**src/rtl/hpr_pkg.sv**
```systemverilog
// Shared types and constants for the hex payload receiver.
package hpr_pkg;

	// Default values for the top-level parameter and the config registers
	localparam int LINE_LEN_DEF = 128;
	localparam logic [15:0] MAX_BYTES_RST = 16'd64;
	localparam logic [14:0] TIMEOUT_RST = 15'd1000;

	// Configuration register indexes
	localparam int CFG_ADDR_W = 1;
	localparam logic [CFG_ADDR_W-1:0] REG_MAX_BYTES = 1'd0;
	localparam logic [CFG_ADDR_W-1:0] REG_TIMEOUT = 1'd1;

	// Input word function codes
	localparam logic [1:0] FUNC_CHAR = 2'd0;
	localparam logic [1:0] FUNC_TICK = 2'd1;
	localparam logic [1:0] FUNC_START = 2'd2;

	// Result kinds
	localparam logic [1:0] KIND_DATA = 2'd0;
	localparam logic [1:0] KIND_DONE = 2'd1;
	localparam logic [1:0] KIND_TIMEOUT = 2'd2;

	// Session phases
	localparam logic [1:0] PH_IDLE = 2'd0;
	localparam logic [1:0] PH_HEADER = 2'd1;
	localparam logic [1:0] PH_DATA = 2'd2;

	// Session state, except the line length (its width follows LINE_LEN)
	typedef struct packed {
		logic [1:0] phase;
		logic [3:0] prefix_progress;
		logic prefix_mismatch;
		logic [16:0] digit_count;
		logic [3:0] high_nibble;
		logic [14:0] ticks_left;
	} hpr_state_t;

	// One result word
	typedef struct packed {
		logic [1:0] kind;
		logic [7:0] data_byte;
		logic [15:0] byte_index;
		logic [15:0] byte_count;
		logic last;
	} hpr_result_t;

endpackage

```
**src/rtl/hpr_step.sv**
```systemverilog
// Next-state and result logic for one received word of the hex payload receiver.
module hpr_step #(
	parameter int LINE_LEN = hpr_pkg::LINE_LEN_DEF,
	parameter int LEN_W = $clog2(LINE_LEN)
) (
	input logic [1:0] func,
	input logic [7:0] rx_char,
	input hpr_pkg::hpr_state_t state,
	input logic [LEN_W-1:0] line_length,
	input logic [15:0] max_bytes,
	input logic [14:0] timeout_ticks,
	output hpr_pkg::hpr_state_t state_nxt,
	output logic [LEN_W-1:0] line_length_nxt,
	output logic emit,
	output hpr_pkg::hpr_result_t result
);

	localparam logic [LEN_W-1:0] LINE_MAX = LEN_W'(LINE_LEN - 1);
	localparam logic [3:0] PREFIX_LEN = 4'd10;
	localparam logic [7:0] CH_CR = 8'h0d;
	localparam logic [7:0] CH_LF = 8'h0a;
	localparam logic [7:0] CH_COLON = 8'h3a;
	localparam logic [7:0] CH_NUL = 8'h00;

	// Expected header prefix "+CTM2MRECV"
	function automatic logic [7:0] prefix_char(input logic [3:0] idx);
		case (idx)
			4'd0: prefix_char = 8'h2b;
			4'd1: prefix_char = 8'h43;
			4'd2: prefix_char = 8'h54;
			4'd3: prefix_char = 8'h4d;
			4'd4: prefix_char = 8'h32;
			4'd5: prefix_char = 8'h4d;
			4'd6: prefix_char = 8'h52;
			4'd7: prefix_char = 8'h45;
			4'd8: prefix_char = 8'h43;
			4'd9: prefix_char = 8'h56;
			default: prefix_char = 8'h00;
		endcase
	endfunction

	// Hex digit value; anything else is zero
	function automatic logic [3:0] nibble_of(input logic [7:0] c);
		logic [7:0] d;
		d = 8'h00;
		if (c >= 8'h30 && c <= 8'h39) d = c - 8'h30;
		else if (c >= 8'h61 && c <= 8'h66) d = c - 8'h57;
		else if (c >= 8'h41 && c <= 8'h46) d = c - 8'h37;
		nibble_of = d[3:0];
	endfunction

	logic is_term_hdr;
	logic is_term_data;
	logic below_cap;
	logic [14:0] ticks_dec;

	assign is_term_hdr = (rx_char == CH_CR) || (rx_char == CH_LF) || (rx_char == CH_COLON);
	assign is_term_data = (rx_char == CH_CR) || (rx_char == CH_LF) || (rx_char == CH_NUL);
	assign below_cap = state.digit_count < {max_bytes, 1'b0};
	assign ticks_dec = (state.ticks_left != 15'd0) ? state.ticks_left - 15'd1 : state.ticks_left;

	always_comb begin
		state_nxt = state;
		line_length_nxt = line_length;
		emit = 1'b0;
		result = '0;
		case (func)
			// New session: clear everything, load the tick budget; a zero budget times out at once
			hpr_pkg::FUNC_START: begin
				state_nxt.prefix_progress = 4'd0;
				state_nxt.prefix_mismatch = 1'b0;
				line_length_nxt = '0;
				state_nxt.digit_count = 17'd0;
				state_nxt.high_nibble = 4'd0;
				state_nxt.ticks_left = timeout_ticks;
				if (timeout_ticks == 15'd0) begin
					state_nxt.phase = hpr_pkg::PH_IDLE;
					emit = 1'b1;
					result.kind = hpr_pkg::KIND_TIMEOUT;
					result.last = 1'b1;
				end else begin
					state_nxt.phase = hpr_pkg::PH_HEADER;
				end
			end
			// Idle tick: count down, time out at zero
			hpr_pkg::FUNC_TICK: begin
				if (state.phase != hpr_pkg::PH_IDLE) begin
					state_nxt.ticks_left = ticks_dec;
					if (ticks_dec == 15'd0) begin
						state_nxt.phase = hpr_pkg::PH_IDLE;
						emit = 1'b1;
						result.kind = hpr_pkg::KIND_TIMEOUT;
						result.last = 1'b1;
					end
				end
			end
			hpr_pkg::FUNC_CHAR: begin
				if (state.phase == hpr_pkg::PH_HEADER) begin
					// Header line: track prefix match, watch for line end
					if (is_term_hdr) begin
						if (line_length != '0 && rx_char == CH_COLON &&
						    !state.prefix_mismatch &&
						    state.prefix_progress == PREFIX_LEN) begin
							state_nxt.phase = hpr_pkg::PH_DATA;
						end
						line_length_nxt = '0;
						state_nxt.prefix_progress = 4'd0;
						state_nxt.prefix_mismatch = 1'b0;
					end else if (line_length >= LINE_MAX) begin
						line_length_nxt = '0;
						state_nxt.prefix_progress = 4'd0;
						state_nxt.prefix_mismatch = 1'b0;
					end else begin
						if (!state.prefix_mismatch && state.prefix_progress < PREFIX_LEN) begin
							if (rx_char == prefix_char(state.prefix_progress))
								state_nxt.prefix_progress = state.prefix_progress + 4'd1;
							else
								state_nxt.prefix_mismatch = 1'b1;
						end
						line_length_nxt = line_length + LEN_W'(1);
					end
				end else if (state.phase == hpr_pkg::PH_DATA) begin
					// Payload: digit pairs make bytes until a terminator
					if (!is_term_data) begin
						if (below_cap) begin
							state_nxt.digit_count = state.digit_count + 17'd1;
							if (!state.digit_count[0]) begin
								state_nxt.high_nibble = nibble_of(rx_char);
							end else begin
								emit = 1'b1;
								result.kind = hpr_pkg::KIND_DATA;
								result.data_byte = {state.high_nibble, nibble_of(rx_char)};
								result.byte_index = state.digit_count[16:1];
							end
						end
					end else if (state.digit_count != 17'd0) begin
						state_nxt.phase = hpr_pkg::PH_IDLE;
						emit = 1'b1;
						result.kind = hpr_pkg::KIND_DONE;
						result.byte_count = state.digit_count[16:1];
						result.last = 1'b1;
					end
				end
			end
			default: begin
				state_nxt = state;
			end
		endcase
	end

endmodule

```
**src/rtl/at_hex_payload_receiver_core.sv**
```systemverilog
// Top level of the hex payload receiver: input register, session state, result register.
//
//  port group     | dir | tdata (low bit up)                      | tuser | tlast
//  s_*            | in  | rx_char[7:0]                            | func  | -
//  m_*            | out | data_byte, byte_index, byte_count       | kind  | last
//  cfg_*          | in  | 0 max_bytes, 1 timeout_ticks            | -     | -
//
// One word per cycle sustained while the result side is not stalled; a result
// passes the input register, then the result register. Reset clears the registers to
// max_bytes 64, timeout_ticks 1000 and an idle session. A stalled result
// holds the result register and the input register; the input side stops
// only when both are full.
module at_hex_payload_receiver_core #(
	parameter int LINE_LEN = hpr_pkg::LINE_LEN_DEF
) (
	input logic clk,
	input logic arst_n,
	input logic s_tvalid,
	output logic s_tready,
	input logic [7:0] s_tdata,  // [7:0] rx_char
	input logic [1:0] s_tuser,  // [1:0] func
	output logic m_tvalid,
	input logic m_tready,
	output logic [39:0] m_tdata,  // [7:0] data_byte, [23:8] byte_index, [39:24] byte_count
	output logic [1:0] m_tuser,   // [1:0] kind
	output logic m_tlast,
	input logic cfg_we,
	input logic [hpr_pkg::CFG_ADDR_W-1:0] cfg_addr,
	input logic [15:0] cfg_wdata
);

	localparam int LEN_W = $clog2(LINE_LEN);

	logic in_valid_s1;
	logic [1:0] func_s1;
	logic [7:0] char_s1;
	logic out_valid_q;
	logic out_free;
	logic advance;
	logic [15:0] max_bytes_q;
	logic [14:0] timeout_q;
	hpr_pkg::hpr_state_t state_q;
	hpr_pkg::hpr_state_t state_nxt;
	logic [LEN_W-1:0] line_len_q;
	logic [LEN_W-1:0] line_len_nxt;
	logic emit;
	hpr_pkg::hpr_result_t result;
	hpr_pkg::hpr_result_t result_q;

	assign out_free = !out_valid_q || m_tready;
	assign advance = in_valid_s1 && out_free;
	assign s_tready = !in_valid_s1 || out_free;

	// Config registers
	always_ff @(posedge clk or negedge arst_n) begin
		if (!arst_n) begin
			max_bytes_q <= hpr_pkg::MAX_BYTES_RST;
			timeout_q <= hpr_pkg::TIMEOUT_RST;
		end else if (cfg_we) begin
			if (cfg_addr == hpr_pkg::REG_MAX_BYTES) max_bytes_q <= cfg_wdata;
			else if (cfg_addr == hpr_pkg::REG_TIMEOUT) timeout_q <= cfg_wdata[14:0];
		end
	end

	// Input register
	always_ff @(posedge clk or negedge arst_n) begin
		if (!arst_n) begin
			in_valid_s1 <= 1'b0;
		end else if (s_tready) begin
			in_valid_s1 <= s_tvalid;
		end
	end

	always_ff @(posedge clk) begin
		if (s_tready && s_tvalid) begin
			func_s1 <= s_tuser;
			char_s1 <= s_tdata;
		end
	end

	hpr_step #(
		.LINE_LEN(LINE_LEN),
		.LEN_W(LEN_W)
	) u_step (
		.func(func_s1),
		.rx_char(char_s1),
		.state(state_q),
		.line_length(line_len_q),
		.max_bytes(max_bytes_q),
		.timeout_ticks(timeout_q),
		.state_nxt(state_nxt),
		.line_length_nxt(line_len_nxt),
		.emit(emit),
		.result(result)
	);

	// Session state
	always_ff @(posedge clk or negedge arst_n) begin
		if (!arst_n) begin
			state_q <= '0;
			line_len_q <= '0;
		end else if (advance) begin
			state_q <= state_nxt;
			line_len_q <= line_len_nxt;
		end
	end

	// Result register
	always_ff @(posedge clk or negedge arst_n) begin
		if (!arst_n) begin
			out_valid_q <= 1'b0;
		end else if (advance && emit) begin
			out_valid_q <= 1'b1;
		end else if (m_tready) begin
			out_valid_q <= 1'b0;
		end
	end

	always_ff @(posedge clk) begin
		if (advance && emit) result_q <= result;
	end

	assign m_tvalid = out_valid_q;
	assign m_tuser = result_q.kind;
	assign m_tdata = {result_q.byte_count, result_q.byte_index, result_q.data_byte};
	assign m_tlast = result_q.last;

`ifndef ASSERT_OFF
	// A live session always has ticks left
	a_ticks_live: assert property (@(posedge clk) disable iff (!arst_n)
		state_q.phase != hpr_pkg::PH_IDLE |-> state_q.ticks_left != 15'd0)
		else $error("live session with no ticks left");

	// Data mode starts with an empty line and a cleared prefix
	a_data_line_clear: assert property (@(posedge clk) disable iff (!arst_n)
		state_q.phase == hpr_pkg::PH_DATA |-> line_len_q == '0 && state_q.prefix_progress == 4'd0)
		else $error("line not cleared in data mode");

	// Input side only stalls when both registers are full and output is blocked
	a_stall_cause: assert property (@(posedge clk) disable iff (!arst_n)
		!s_tready |-> in_valid_s1 && out_valid_q && !m_tready)
		else $error("input stalled without cause");

	// Data bytes never end a session; done and timeout always do
	a_last_kind: assert property (@(posedge clk) disable iff (!arst_n)
		m_tvalid |-> m_tlast == (m_tuser != hpr_pkg::KIND_DATA))
		else $error("last flag does not match result kind");

	// A result only appears after an item was processed
	a_result_source: assert property (@(posedge clk) disable iff (!arst_n)
		$rose(m_tvalid) |-> $past(advance))
		else $error("result without processed item");
`endif

endmodule

```
**config.mk**
```make
export PLATFORM = sky130hd
export DESIGN_NAME = at_hex_payload_receiver_core
export DESIGN_NICKNAME = d
export VERILOG_FILES = /design/src/rtl/hpr_pkg.sv /design/src/rtl/hpr_step.sv /design/src/rtl/at_hex_payload_receiver_core.sv
export SDC_FILE = /design/constraint.sdc
export NUM_CORES = 1
export LEC_CHECK = 0
export ABC_AREA = 1
export BUFFER_PORTS_ARGS = -buffer_cell sky130_fd_sc_hd__buf_2
export CELL_PAD_IN_SITES_DETAIL_PLACEMENT = 1
export CELL_PAD_IN_SITES_GLOBAL_PLACEMENT = 2
export CORE_ASPECT_RATIO = 0.9
export CORE_MARGIN = 4
export CORE_UTILIZATION = 36
export CTS_BUF_LIST = sky130_fd_sc_hd__clkbuf_8
export DETAILED_ROUTE_END_ITERATION = 12
export PLACE_DENSITY = 0.92
export SYNTH_ARGS = -nofsm -noshare
export SYNTH_HDL_FRONTEND = slang
export SYNTH_HIERARCHICAL = 1
export SYNTH_SLANG_ARGS = --single-unit
```
**constraint.sdc**
```tcl
create_clock -name clk -period 5.55 [get_ports clk]
set_clock_uncertainty 0.15 [all_clocks]
set_input_delay 1.11 -clock clk [delete_from_list [all_inputs] [get_ports clk]]
set_output_delay 1.11 -clock clk [all_outputs]
set_load 0.005 [all_outputs]
```
==> results.json, run 1 <==
{
  "grt.overflow.total": 0,
  "path_cells": "inv_1 > ha_1 > inv_1 > nor2_1 > nand2_1 > nor2_2 > nand2_2 > nand3_1 > nand3_1 > nor2_1 > nand4_1 > or2_1 > nand3_1 > inv_1 > nor2_4",
  "worstSetupPathType": "register to register",
  "placed_area_um2": 8843,
  "post_cts_resize_count": 0,
  "synthTopCellsByCount": "nand2_1, inv_1, nand3_1",
  "hold_class": "register to register",
  "die_area_um2": 25440,
  "worst_ep_required_time_ns": 5.46,
  "syn_nets": 1139,
  "post-cts-setup-buffer-count": 0,
  "yosys.cell_types.count": 45,
  "yosysTopAreaCellShare_pct": 23.02,
  "clk_latency_ns": 0.45,
  "drt_iter0_markers": 380,
  "finalSetupViolCount": 0,
  "cts.sinks": 136,
  "power-per-cell-area_nw_per_um2": 278.5,
  "max_stage_delay_ns": 0.88,
  "yosys-top-cells-area": "dfrtp_1, edfxtp_1, nand2_1",
  "initial_utilization_pct": 36.69,
  "tritoncts": "built",
  "cts_buffers": 17,
  "synth-seq-cells": 136,
  "min_period_over_period_pct": 66.44,
  "netlist_area_um2": 8260,
  "vias": 7462,
  "yosys.cell_count.top_type": "nand2_1",
  "routed_wl_mm": 23.97,
  "irDropWorstVdd_v": 0.0001146,
  "viasPerCell": 5.171,
  "crit_path_start_kind": "register",
  "detail-route-antenna-nets": 0,
  "synth_edf_count": 53,
  "path_max_fanout": 43,
  "htreeDepth": 4,
  "finalHoldViolCount": 0,
  "synth_ff_type": "dfrtp_1",
  "num_io_pins": 77,
  "rsz0062_at_grt": "no",
  "finalMaxSlewViolations": 0,
  "p_leak_nw": 4.127,
  "async_flop_share_pct": 61.03,
  "maxSlewHeadroom_pct": 22.91,
  "syn-instance-count": 1071,
  "core_area_um2": 22510,
  "drive_gt1_share_pct": 13.87,
  "gp_congestion": 0.8801,
  "clk_pin_slew_worst_paths_ns": 0.08,
  "worst_slew_pin_slew_ns": 1.154,
  "die_h_um": 151.7,
  "syn_area_per_cell_um2": 7.713,
  "ctsHoldBuffers": 0,
  "grt_usage_pct": 19.35,
  "portBuffers": 76,
  "firstDrtPassIters": 4,
  "outcome": "finished, final reports clean",
  "routedWlPerCell_um": 16.61,
  "max-clock-path-buffers": 2,
  "grt_first_pass_wirelength_mm": 39.86,
  "synth_top_cell_by_area": "dfrtp_1",
  "first_global_vias": 7668,
  "drc": 0,
  "holdWs_ns": 0.3280,
  "grt_max_degree": 53,
  "clock.fmax_ghz": 0.2712,
  "clockRootBuffer": "clkbuf_8",
  "seq_area_frac_synth_pct": 44.52,
  "antenna_found_initial": 0,
  "areaGrowthSynthToFinish_pct": 12.51,
  "tns_ns": 0,
  "diodes": 0,
  "dp_hpwl_mm": 17.72,
  "die_w_um": 167.7,
  "cp_slowest_cell": "nor2_4",
  "fin_area_um2": 9294,
  "fin_nets": 1201,
  "crit_arrival_ns": 3.60,
  "yosys_warnings": 6,
  "rows": 52,
  "worstSetupEndpointType": "register",
  "cap_viol_max_count": 0,
  "finalCriticalPeriod_ns": 3.687
}
==> registers in the layout, indices dropped and copies added, names as in the netlist <==
register and cells:
state_q 43, m_tdata 40, max_bytes_q 16, timeout_q 15, char_s1 8, line_len_q 7
func_s1 2, m_tuser 2, in_valid_s1 1, m_tlast 1, m_tvalid 1
==> layer usage <==
layer	part of all wire, %	wire length (um)	global-route usage (%)
met1	46	11100	25.37
met2	49	11680	33.35
met3	3.8	899	3.502
met4	1.2	284	5.030
met5	0	0	0
==> worst paths after layout <==
| path | start | end | slack (ns) | depth (start not counted) |
|---|---|---|---|---|
| setup / recovery | state_q[0] | m_tdata[9] | 1.86 | 15 |
| hold / removal | state_q[17] | state_q[17] | 0.33 | 2 |
| setup reg to reg | state_q[0] | m_tdata[9] | 1.86 | 15 |
| hold reg to reg | state_q[17] | state_q[17] | 0.33 | 2 |
| max in group asynchronous | arst_n | state_q[15] | 3.74 | 2 |
| min in group asynchronous | arst_n | state_q[21] | 0.48 | 1 |
==> power by group <==
group          switching [mW]  leakage (nW)  total [mW]  internal [mW]
Combinational           0.319          2.42       0.467          0.148
Clock                   0.436         0.233       0.939          0.504
Sequential             0.0778          1.47        1.18           1.10
Total                   0.832          4.13        2.59           1.76
==> kinds of logic after synthesis <==
kind of cell	synth area share, %
xor+xnor	1.166
fa+ha+maj	5.453
compound gates	10.16
flops	44.52
buf+inv	8.073
simple gates	30.63
==> cell usage in the layout (no fill, tap or decap), types with 13 or more instances in the layout <==
cell type,count
nand2_1,299
nand3_1,105
buf_2,75
nand4_1,15
ha_1,36
edfxtp_1,53
clkbuf_8,17
o21ai_0,74
inv_1,118
dfrtp_1,76
nor2_1,101
a21oi_1,38
nor3_1,13
==> critical path: cells and delay by family, from the launching register on <==
| kind | cells | cell delay, ns |
|---|---|---|
| AND/OR/NAND/NOR | 11 | 2.20 |
| flip-flops | 1 | 0.45 |
| buffers and inverters | 3 | 0.31 |
| adder cells (fa/ha/maj) | 1 | 0.19 |
==> layout make-up <==
type	count	area (um2)
Fill cell	2807	13220
Clock inverter	15	216.5
Multi-Input combinational cell	774	3924
Tap cell	297	371.6
Timing Repair Buffer	78	397.9
Inverter	126	473.0
Clock buffer	17	234.0
Sequential cell	136	3677
==> per-stage QoR <==
step	power [mW]	instances	setup slack, ns	utilization, %
after floorplan	1.513	1071	1.332	-
after global placement	1.651	1411	1.706	39.28
after detailed placement	1.667	1411	1.665	39.28
after CTS	2.612	1443	1.808	41.29
after global routing	2.736	1443	1.532	41.29
final	2.588	1443	1.863	41.29
Power figures use the tool's default switching activity.
==> run 2: changes to the inputs <==
--- a/config.mk
+++ b/config.mk
@@ -11,10 +11,10 @@
 export CELL_PAD_IN_SITES_GLOBAL_PLACEMENT = 2
 export CORE_ASPECT_RATIO = 0.9
 export CORE_MARGIN = 4
-export CORE_UTILIZATION = 36
+export CORE_UTILIZATION = 33
 export CTS_BUF_LIST = sky130_fd_sc_hd__clkbuf_8
 export DETAILED_ROUTE_END_ITERATION = 12
-export PLACE_DENSITY = 0.92
+export PLACE_DENSITY = 0.89
 export SYNTH_ARGS = -nofsm -noshare
 export SYNTH_HDL_FRONTEND = slang
 export SYNTH_HIERARCHICAL = 1
==> constraint.sdc (replaced) <==
create_clock -name clk -period 3.27 [get_ports clk]
set_clock_uncertainty 0.15 [all_clocks]
set_input_delay 0.654 -clock clk [delete_from_list [all_inputs] [get_ports clk]]
set_output_delay 0.654 -clock clk [all_outputs]
set_load 0.005 [all_outputs]
==> results.json, run 2 (same netlist as run 1, synthesis figures left out) <==
{
  "startpoint": "state_q[0]",
  "gp_congestion": 0.8690,
  "drc": 0,
  "finalHoldViolCount": 0,
  "first_global_vias": 7659,
  "ctsHoldBuffers": 0,
  "path_cells": "inv_1 > ha_1 > inv_1 > nor2_1 > nand2_1 > nor2_2 > nand2_2 > nand4_1 > o21ai_0 > nor2_1 > nand4_1 > or2_1 > nand3_1 > inv_1 > nor2_4 > clkbuf_16",
  "cp.depth": 16,
  "crit_path_start_kind": "register",
  "die_w_um": 174.8,
  "r2r_start": "state_q[0]",
  "drive_gt1_share_pct": 15.13,
  "initial_utilization_pct": 33.77,
  "grt_usage_pct": 18.19,
  "clk_pin_slew_worst_paths_ns": 0.09,
  "portBuffers": 76,
  "finalSetupViolCount": 0,
  "cap_viol_max_count": 0,
  "routed_wl_mm": 24.86,
  "tns_ns": 0,
  "min_period_over_period_pct": 94.15,
  "tritoncts": "built",
  "top_register": "state_q",
  "p_clk_share_pct": 32.9,
  "viasPerCell": 4.939,
  "worstSetupEndpointType": "register",
  "path_max_fanout": 21,
  "die_h_um": 158.1,
  "fin_util_pct": 38.58,
  "grt.overflow.total": 0,
  "swShare_pct": 34.02,
  "final_cell_mix": "nand2_1, inv_1, nand3_1, nor2_1, dfrtp_1",
  "rsz0062_at_grt": "no",
  "vias": 7404,
  "grt_max_degree": 52,
  "cp_slowest_cell": "dfrtp_1",
  "die_area_um2": 27630,
  "p_leak_nw": 4.181,
  "antenna_found_initial": 0,
  "diodes": 0,
  "fin_nets": 1218,
  "irDropWorstVdd_v": 0.0002135,
  "crit_arrival_ns": 3.10,
  "max-clock-path-buffers": 2,
  "firstDrtPassIters": 5,
  "largest_reg_flops": 43,
  "p_int_mw": 2.753,
  "pwr-share-seq_pct": 47.8,
  "max_stage_delay_ns": 0.45,
  "power_frac_comb_pct": 19.3,
  "maxSlewHeadroom_pct": 43.01,
  "cts.sinks": 136,
  "core_area_um2": 24460,
  "r2r_cells": 16,
  "r2r_slack_ns": 0.19,
  "cpMostUsedCell": "inv_1",
  "grt_first_pass_wirelength_mm": 40.46,
  "worstSetupPathType": "register to register",
  "htreeDepth": 4,
  "routedWlPerCell_um": 16.59,
  "clock.fmax_ghz": 0.3248,
  "dp_hpwl_mm": 18.03,
  "num_io_pins": 77,
  "drt_iter0_markers": 453,
  "cts_buffers": 17,
  "timing.rr.end": "m_tlast",
  "post_cts_resize_count": 0,
  "areaGrowthSynthToFinish_pct": 14.22,
  "outcome": "finished, final reports clean",
  "worst-path-buf-inv": 4,
  "endpoint": "m_tlast",
  "detail-route-antenna-nets": 0,
  "switching_power_mw": 1.419,
  "clockRootBuffer": "clkbuf_8",
  "worst_ep_required_time_ns": 3.29,
  "worst_slew_pin_slew_ns": 0.8528,
  "clk_latency_ns": 0.47,
  "crit_family": "simple AND/OR/NAND/NOR gates",
  "hold_class": "primary input to async pin",
  "final_common_cell": "nand2_1",
  "post-cts-setup-buffer-count": 0,
  "finalCriticalPeriod_ns": 3.079,
  "rows": 54,
  "power-per-cell-area_nw_per_um2": 442.2,
  "finalMaxSlewViolations": 0
}
[run 2: per-layer routing]
layer | routed length [um] | part of all wire (%) | track usage (%)
met1 | 11810 | 48 | 24.29
met2 | 12010 | 48 | 31.39
met4 | 196 | 0.79 | 3.702
met3 | 842 | 3.4 | 3.152
met5 | 0 | 0 | 0
[run 2: through the flow]
step / instances / worst slack [ns] / total power [mW] / hold slack [ns] / area (um2)
global placement: 1466 / 0.2813 / 2.809 / 0.3053 / 9037
detailed placement: 1466 / 0.2027 / 2.837 / 0.3134 / 9037
floorplan: 1071 / 0.2242 / 2.568 / 0.2084 / 8268
global route: 1499 / 0.0009774 / 4.445 / 0.07584 / 9435
finish: 1499 / 0.1914 / 4.173 / 0.03506 / 9435
CTS: 1498 / 0.1974 / 4.226 / 0.05887 / 9410
[run 2: power by group through the flow]
stage | Clock, mW | Combinational, mW | Sequential (mW)
CTS | 1.42 | 0.812 | 2.00
global placement | 0 | 0.783 | 2.03
detailed placement | 0 | 0.806 | 2.03
finish | 1.37 | 0.805 | 1.99
global route | 1.51 | 0.924 | 2.01
floorplan | 0 | 0.580 | 1.99
[run 2: worst register-to-register path: cells and delay by family, from the launching register on]
kind | cells | cell delay, ns
fa+ha+maj | 1 | 0.21
compound gates | 1 | 0.12
flops | 1 | 0.45
buf+inv | 4 | 0.54
simple gates | 10 | 1.33
[run 2: worst min-delay path by stage]
| stage | from | cells past startpoint | slack [ns] | endpoint |
|---|---|---|---|---|
| floorplan | arst_n | 0 | 0.21 | in_valid_s1 |
| global placement | state_q[15] | 2 | 0.31 | state_q[15] |
| detailed placement | state_q[15] | 2 | 0.31 | state_q[15] |
| CTS | arst_n | 1 | 0.06 | state_q[24] |
| global route | arst_n | 1 | 0.08 | state_q[26] |
| finish | arst_n | 1 | 0.04 | state_q[24] |
[run 2: layout make-up]
class,instances,area (um2)
clock buffer,17,234.0
tap,336,420.4
clock inverter,15,138.9
multi-input combinational,774,3924
sequential,136,3677
fill,3077,15020
inverter,126,473.0
timing repair buffer,95,568.0
